File: config.mk
export PLATFORM = sky130hd
export DESIGN_NAME = time_of_day_parse_and_delay_core
export DESIGN_NICKNAME = d
export VERILOG_FILES = /design/src/hw/rtl/tod_pkg.sv /design/src/hw/rtl/time_of_day_parse_and_delay_core.sv
export SDC_FILE = /design/constraint.sdc
export NUM_CORES = 1
export LEC_CHECK = 0
export BUFFER_PORTS_ARGS = -buffer_cell sky130_fd_sc_hd__buf_2
export CAP_MARGIN = 5
export CORE_ASPECT_RATIO = 1.2
export CORE_MARGIN = 10
export CORE_UTILIZATION = 35
export CTS_CLUSTER_SIZE = 25
export DETAILED_ROUTE_END_ITERATION = 6
export SETUP_SLACK_MARGIN = 0.4
export SYNTH_ARGS = -nofsm -noshare
export SYNTH_HDL_FRONTEND = slang
export SYNTH_SLANG_ARGS = --single-unit
File: constraint.sdc
create_clock -name aclk -period 16.07 [get_ports aclk]
set_clock_uncertainty 0.2 [all_clocks]
set_input_delay 0 -clock aclk [delete_from_list [all_inputs] [get_ports aclk]]
set_output_delay 0 -clock aclk [all_outputs]
set_load 0.01 [all_outputs]
File: src/hw/rtl/tod_pkg.sv
// Shared constants and field layout for the time-of-day parse and delay core.
package tod_pkg;

    // Field widths.
    localparam int CHAR_W   = 8;
    localparam int SEC_W    = 17;
    localparam int STATUS_W = 2;
    localparam int VALUE_W  = 7;
    localparam int DIGIT_W  = 4;

    // Stream data widths, padded to whole bytes.
    localparam int S_DATA_W = 32;
    localparam int M_DATA_W = 40;

    // Result status codes.
    localparam logic [STATUS_W-1:0] STATUS_OK        = 2'd0;
    localparam logic [STATUS_W-1:0] STATUS_BAD_FMT   = 2'd1;
    localparam logic [STATUS_W-1:0] STATUS_RANGE     = 2'd2;
    localparam logic [STATUS_W-1:0] STATUS_BAD_NOW   = 2'd3;

    // Time constants.
    localparam logic [SEC_W-1:0]   SECS_PER_DAY  = 17'd86400;
    localparam logic [SEC_W-1:0]   SECS_PER_HOUR = 17'd3600;
    localparam logic [SEC_W-1:0]   SECS_PER_MIN  = 17'd60;
    localparam logic [VALUE_W-1:0] HOUR_MAX      = 7'd23;
    localparam logic [VALUE_W-1:0] MINSEC_MAX    = 7'd59;

    // Character codes.
    localparam logic [CHAR_W-1:0] CHAR_NUL   = 8'h00;
    localparam logic [CHAR_W-1:0] CHAR_COLON = 8'h3A;
    localparam logic [CHAR_W-1:0] CHAR_ZERO  = 8'h30;
    localparam logic [CHAR_W-1:0] CHAR_NINE  = 8'h39;

endpackage

File: src/hw/rtl/time_of_day_parse_and_delay_core.sv
// Time-of-day string parser: collects H[H]:MM[:SS] and reports target second and delay.
// A terminating NUL item moves from the input register into the result register, which
// drives m_tdata; it waits in the input register while the result register is not free.
// Throughput: one character per cycle; the input register and result register keep both
// sides moving, and only a NUL item waits on a full result register that is not drained.
// Reset: aresetn is synchronous and active low; it empties both registers and returns
// the parser to the start of a string with hour, minute and second cleared.
module time_of_day_parse_and_delay_core (
    input  logic                          aclk,
    input  logic                          aresetn,
    // Fields from bit 0 up: char_code[7:0], now_seconds[24:8], zero pad[31:25].
    input  logic [tod_pkg::S_DATA_W-1:0]  s_tdata,
    input  logic                          s_tvalid,
    output logic                          s_tready,
    // Fields from bit 0 up: status[1:0], target_seconds[18:2], delay_seconds[35:19],
    // zero pad[39:36].
    output logic [tod_pkg::M_DATA_W-1:0]  m_tdata,
    output logic                          m_tvalid,
    input  logic                          m_tready
);

    // Parse phase codes.
    localparam logic [3:0] PH_START    = 4'd0;
    localparam logic [3:0] PH_HOUR1    = 4'd1;
    localparam logic [3:0] PH_HOUR2    = 4'd2;
    localparam logic [3:0] PH_MIN0     = 4'd3;
    localparam logic [3:0] PH_MIN1     = 4'd4;
    localparam logic [3:0] PH_MIN_DONE = 4'd5;
    localparam logic [3:0] PH_SEC0     = 4'd6;
    localparam logic [3:0] PH_SEC1     = 4'd7;
    localparam logic [3:0] PH_SEC_DONE = 4'd8;
    localparam logic [3:0] PH_ERROR    = 4'd9;

    // Input register.
    logic                         in_valid_reg;
    logic [tod_pkg::CHAR_W-1:0]   in_char_reg;
    logic [tod_pkg::SEC_W-1:0]    in_now_reg;

    // Parser state.
    logic [3:0]                   phase_reg, phase_next;
    logic [tod_pkg::VALUE_W-1:0]  hour_reg, hour_next;
    logic [tod_pkg::VALUE_W-1:0]  minute_reg, minute_next;
    logic [tod_pkg::VALUE_W-1:0]  second_reg, second_next;

    // Result register.
    logic                         out_valid_reg;
    logic [tod_pkg::STATUS_W-1:0] status_reg, status_next;
    logic [tod_pkg::SEC_W-1:0]    target_reg, target_next;
    logic [tod_pkg::SEC_W-1:0]    delay_reg, delay_next;

    logic                         out_free;
    logic                         in_is_nul;
    logic                         work_fire;
    logic                         is_dig;
    logic                         is_colon;
    logic [tod_pkg::DIGIT_W-1:0]  digit;
    logic [tod_pkg::VALUE_W-1:0]  digit_ext;
    logic [tod_pkg::SEC_W-1:0]    target_sum;
    logic                         phase_done;
    logic                         in_range;

    // Handshake: a held item moves on when it needs no result slot or the slot frees up.
    assign out_free  = !out_valid_reg || m_tready;
    assign in_is_nul = (in_char_reg == tod_pkg::CHAR_NUL);
    assign work_fire = in_valid_reg && (!in_is_nul || out_free);
    assign s_tready  = !in_valid_reg || work_fire;

    // Character classification.
    assign is_dig    = (in_char_reg >= tod_pkg::CHAR_ZERO) && (in_char_reg <= tod_pkg::CHAR_NINE);
    assign is_colon  = (in_char_reg == tod_pkg::CHAR_COLON);
    assign digit     = tod_pkg::DIGIT_W'(in_char_reg - tod_pkg::CHAR_ZERO);
    assign digit_ext = {{(tod_pkg::VALUE_W - tod_pkg::DIGIT_W){1'b0}}, digit};

    // Phase machine for the H[H]:MM[:SS] form; digits are accumulated modulo 128.
    always_comb begin
        phase_next  = PH_ERROR;
        hour_next   = hour_reg;
        minute_next = minute_reg;
        second_next = second_reg;
        unique case (phase_reg)
            PH_START: begin
                if (is_dig) begin
                    hour_next  = digit_ext;
                    phase_next = PH_HOUR1;
                end
            end
            PH_HOUR1: begin
                if (is_dig) begin
                    hour_next  = tod_pkg::VALUE_W'(hour_reg * 7'd10 + digit_ext);
                    phase_next = PH_HOUR2;
                end else if (is_colon) begin
                    phase_next = PH_MIN0;
                end
            end
            PH_HOUR2: begin
                if (is_colon) begin
                    phase_next = PH_MIN0;
                end
            end
            PH_MIN0: begin
                if (is_dig) begin
                    minute_next = digit_ext;
                    phase_next  = PH_MIN1;
                end
            end
            PH_MIN1: begin
                if (is_dig) begin
                    minute_next = tod_pkg::VALUE_W'(minute_reg * 7'd10 + digit_ext);
                    phase_next  = PH_MIN_DONE;
                end
            end
            PH_MIN_DONE: begin
                if (is_colon) begin
                    phase_next = PH_SEC0;
                end
            end
            PH_SEC0: begin
                if (is_dig) begin
                    second_next = digit_ext;
                    phase_next  = PH_SEC1;
                end
            end
            PH_SEC1: begin
                if (is_dig) begin
                    second_next = tod_pkg::VALUE_W'(second_reg * 7'd10 + digit_ext);
                    phase_next  = PH_SEC_DONE;
                end
            end
            default: begin
                phase_next = PH_ERROR;
            end
        endcase
    end

    // Result for the terminating item, with the current-time check taking priority.
    assign phase_done = (phase_reg == PH_MIN_DONE) || (phase_reg == PH_SEC_DONE);
    assign in_range   = (hour_reg <= tod_pkg::HOUR_MAX) && (minute_reg <= tod_pkg::MINSEC_MAX)
                        && (second_reg <= tod_pkg::MINSEC_MAX);
    assign target_sum = tod_pkg::SEC_W'(
                          {{(tod_pkg::SEC_W - tod_pkg::VALUE_W){1'b0}}, hour_reg}
                              * tod_pkg::SECS_PER_HOUR
                        + {{(tod_pkg::SEC_W - tod_pkg::VALUE_W){1'b0}}, minute_reg}
                              * tod_pkg::SECS_PER_MIN
                        + {{(tod_pkg::SEC_W - tod_pkg::VALUE_W){1'b0}}, second_reg});

    always_comb begin
        status_next = tod_pkg::STATUS_OK;
        target_next = '0;
        delay_next  = '0;
        if (in_now_reg >= tod_pkg::SECS_PER_DAY) begin
            status_next = tod_pkg::STATUS_BAD_NOW;
        end else if (!phase_done) begin
            status_next = tod_pkg::STATUS_BAD_FMT;
        end else if (!in_range) begin
            status_next = tod_pkg::STATUS_RANGE;
        end else begin
            target_next = target_sum;
            // The wrapped form stays below one day, so 17-bit wraparound gives it exactly.
            if (target_sum >= in_now_reg) begin
                delay_next = target_sum - in_now_reg;
            end else begin
                delay_next = target_sum - in_now_reg + tod_pkg::SECS_PER_DAY;
            end
        end
    end

    // Input register.
    always_ff @(posedge aclk) begin
        if (!aresetn) begin
            in_valid_reg <= 1'b0;
        end else if (s_tready) begin
            in_valid_reg <= s_tvalid;
        end
    end

    always_ff @(posedge aclk) begin
        if (s_tready && s_tvalid) begin
            in_char_reg <= s_tdata[tod_pkg::CHAR_W-1:0];
            in_now_reg  <= s_tdata[tod_pkg::CHAR_W +: tod_pkg::SEC_W];
        end
    end

    // Parser state: advances on characters, returns to the start after each NUL.
    always_ff @(posedge aclk) begin
        if (!aresetn) begin
            phase_reg  <= PH_START;
            hour_reg   <= '0;
            minute_reg <= '0;
            second_reg <= '0;
        end else if (work_fire) begin
            if (in_is_nul) begin
                phase_reg  <= PH_START;
                hour_reg   <= '0;
                minute_reg <= '0;
                second_reg <= '0;
            end else begin
                phase_reg  <= phase_next;
                hour_reg   <= hour_next;
                minute_reg <= minute_next;
                second_reg <= second_next;
            end
        end
    end

    // Result register.
    always_ff @(posedge aclk) begin
        if (!aresetn) begin
            out_valid_reg <= 1'b0;
        end else if (out_free) begin
            out_valid_reg <= work_fire && in_is_nul;
        end
    end

    always_ff @(posedge aclk) begin
        if (work_fire && in_is_nul) begin
            status_reg <= status_next;
            target_reg <= target_next;
            delay_reg  <= delay_next;
        end
    end

    assign m_tvalid = out_valid_reg;
    assign m_tdata  = {4'b0000, delay_reg, target_reg, status_reg};

endmodule

==> metrics.cfg <==
[grt]
first_global_vias=6079
gr-total-overflow=0
track_usage=0.125
grt_pass1_wl_um=29200
grt_max_degree=37
antenna_found_initial=0

[clocking]
postCtsSetupRepairBufs=0
cts_buffers=9
root_buffer=clkbuf_16
cts.sinks=88
clockBufferDepth=2
ctsResizeCount=0
clk_pin_slew_ps=80
htree_num_levels=3
clock_latency_ps=360
cts_tree=done

[power_and_ir_drop]
power_frac_clock=0.416
p_comb_frac=0.116
leakage_nw=3.87
vdd.ir_drop.worst_mv=0.0535
p_sw_w=0.000138
swShare=0.255
power_density_mw_per_mm2=61.2
internal_power_w=0.000403
seqPwrFrac=0.469

[yosys]
yosysUniqueCellTypes=75
synthCells=794
ys_ff_latch=88
synth_area_mm2=0.00764
synth_edf_count=61
ys_seq_area_frac=0.311
synth_flop_cell=edfxtp_1
yosysWarnings=0
avgSynthCellArea_um2=9.62
async_reset_ff_frac=0

[sta]
fin_setup_tns_ps=0
setup_viol=0
max_slew_margin=0.302
fmax_mhz=138
hold_violations=0
hold_ws_ps=144
worstMarginPinSlew_ps=1040
rsz0062_at_grt=false
period_share=0.452
worst_slack_ps=8810
min_period_ps=7260
maxSlewViolCount=0

[hold_path]
min_from=s_tdata[3]
hold_class=in2reg
hold-path-endpoint=in_char_reg[3]
hold_path_depth=2

[layout]
fin_util=0.410
n_antenna_cell=0
finalNetCount=1050
fin_area_mm2=0.00884
area_growth_pct=15.7
final_layout_size_suffix_gt1_frac=0.127

[worst_setup_path]
crit_path_end_kind=register
cp_data_arrival_time_ps=7150
worstPathMaxFanout=14
r2r-end=delay_reg[16]
path_class=reg2reg
r2r_start=minute_reg[1]
path_cells=fa_1 -> fa_1 -> inv_1 -> fa_1 -> fa_1 -> inv_1 -> ha_1 -> nor2b_1 -> o21ai_0 -> a21boi_0 -> o21a_1 -> or2_2 -> a31oi_1 -> xnor2_1 -> ha_1 -> nand3_1 -> nor2_1 -> nand4_1 -> o21a_1 -> a31oi_2 -> nor3_1 -> a221oi_1 -> nand3_1
worst-endpoint-required_ps=15960
r2r_slack_ps=8810
cpPeakStageDelay_ps=550
reg2reg_depth=23
cpMostUsedCell=fa_1
path_buf_inv=2
cp_slowest_cell=dfxtp_1
startpoint_type=register
crit_family=adder cells

[placed_design]
io_buffers=66
dp_hpwl_um=13300
place_area_mm2=0.00822
pre_cts_ws_ps=8800
place_congestion=0.883

[die]
core-area_mm2=0.0216
die_w_um=155
num_rows=59
initial_utilization=0.354
pin_count=78
die_h_um=182
dieArea_mm2=0.0282

[drt]
route.detailed.drc=0
routedWlPerCell_um=14.8
vias=5799
drt_pre_antenna_iters=4
finalWirelength_um=17200
via_per_inst=4.99
drt_iter0_drc=219
ant_nets=0

[status]
status=finished clean

[job]
drv_cap=0

[cell usage in the layout (no fill, tap or decap), drive strengths merged, types with 8 or more instances in the layout]
cell type    Yosys  routed
o21a             8       8
nand2           30      30
a21oi           48      48
buf             12      69
nor2            55      55
nor2b           30      30
and2            18      18
xnor2           44      44
mux2i            8       8
inv             96      98
clkbuf          12      10
a21o            13      13
ha             104     104
nand2b          11      11
fa              27      27
edfxtp          61      61
nor3            16      16
dlygate4sd3      0      30
a31oi            9       9
dfxtp           27      27
nor4             9       9
nand3           12      12
o21ai           37      37
xor2            14      14
[what timing repair did]
action / CTS / global route
hold endpoints to repair: 52 / 0
hold buffers: 30 / 0
setup endpoints to repair: 0 / 0
[logic make-up (layout without fill, tap and decap cells)]
kind of cell	after synthesis	in the layout	synth area share
AND/OR/NAND/NOR	218	218	0.151
AO/OA/AOI/OAI	167	167	0.149
adder cells (fa/ha/maj)	131	131	0.241
buffers and inverters	120	211	0.0644
flip-flops	88	88	0.311
XOR/XNOR	58	58	0.0685
multiplexers	11	11	0.0149
other	1	4	0.000491
[layer usage]
| metal | vias to the layer above | routed length, µm | global-route usage |
|---|---|---|---|
| met5 | - | 0 | 0 |
| met4 | 0 | 354 | 0.0409 |
| met3 | 31 | 625 | 0.0229 |
| met2 | 93 | 8820 | 0.231 |
| met1 | 2727 | 7350 | 0.139 |
| li1 | 2948 | - | - |
[power groups by stage]
stage,sequential [W],combinational (W),clock [W]
global placement,0.000258,0.0000557,0
finish,0.000253,0.0000625,0.000225
CTS,0.000253,0.0000626,0.000228
detailed placement,0.000258,0.0000567,0
global route,0.000254,0.0000697,0.000238
floorplan,0.000256,0.0000441,0
[how the worst max path moves through the flow]
stage | from | endpoint | slack, ps | cells past startpoint
finish | minute_reg[1] | delay_reg[16] | 8810 | 23
global route | minute_reg[1] | delay_reg[16] | 8370 | 23
CTS | minute_reg[1] | delay_reg[16] | 8780 | 23
detailed placement | minute_reg[1] | delay_reg[16] | 8800 | 23
global placement | minute_reg[1] | delay_reg[16] | 8900 | 23
floorplan | minute_reg[1] | delay_reg[16] | 9790 | 23
[Yosys cell counts (5+ instances only)]
| cell | instances | area share |
|---|---|---|
| xnor2_1 | 43 | 0.049 |
| ha_1 | 104 | 0.17 |
| o21bai_1 | 7 | 0.0069 |
| a22oi_1 | 6 | 0.0059 |
| inv_1 | 96 | 0.047 |
| clkbuf_1 | 11 | 0.0054 |
| nor3_1 | 16 | 0.010 |
| a21oi_1 | 48 | 0.031 |
| nor2b_1 | 29 | 0.024 |
| nand3_1 | 12 | 0.0079 |
| nand2b_1 | 11 | 0.0090 |
| nor2_1 | 55 | 0.027 |
| buf_2 | 5 | 0.0033 |
| mux2i_1 | 8 | 0.010 |
| and2_1 | 18 | 0.015 |
| a31oi_1 | 7 | 0.0057 |
| nand4_1 | 7 | 0.0057 |
| o21ai_0 | 35 | 0.023 |
| or3_1 | 5 | 0.0041 |
| fa_1 | 27 | 0.071 |
| o21a_1 | 7 | 0.0069 |
| a211oi_1 | 6 | 0.0059 |
| nor4_1 | 8 | 0.0066 |
| nand2_1 | 30 | 0.015 |
| edfxtp_1 | 61 | 0.24 |
| xor2_1 | 13 | 0.015 |
| a21o_1 | 13 | 0.013 |
| or2_2 | 5 | 0.0041 |
| buf_4 | 5 | 0.0049 |
| dfxtp_1 | 27 | 0.071 |
| a21boi_0 | 5 | 0.0049 |
| nor3b_1 | 5 | 0.0049 |
[final cells by class]
| class | instances | area (µm²) |
|---|---|---|
| clock inverter | 6 | 76.3 |
| timing repair buffer | 99 | 653 |
| multi-input combinational | 589 | 4790 |
| inverter | 96 | 360 |
| sequential | 88 | 2370 |
| clock buffer | 10 | 239 |
| fill | 2125 | 12700 |
| tap | 274 | 343 |
[per-stage QoR]
stage,total power [W],cells
final,0.000541,1162
after global routing,0.000562,1162
after CTS,0.000544,1162
after detailed placement,0.000315,1116
after global placement,0.000314,1116
after floorplan,0.000300,797
(Power assumes the default switching activity.)
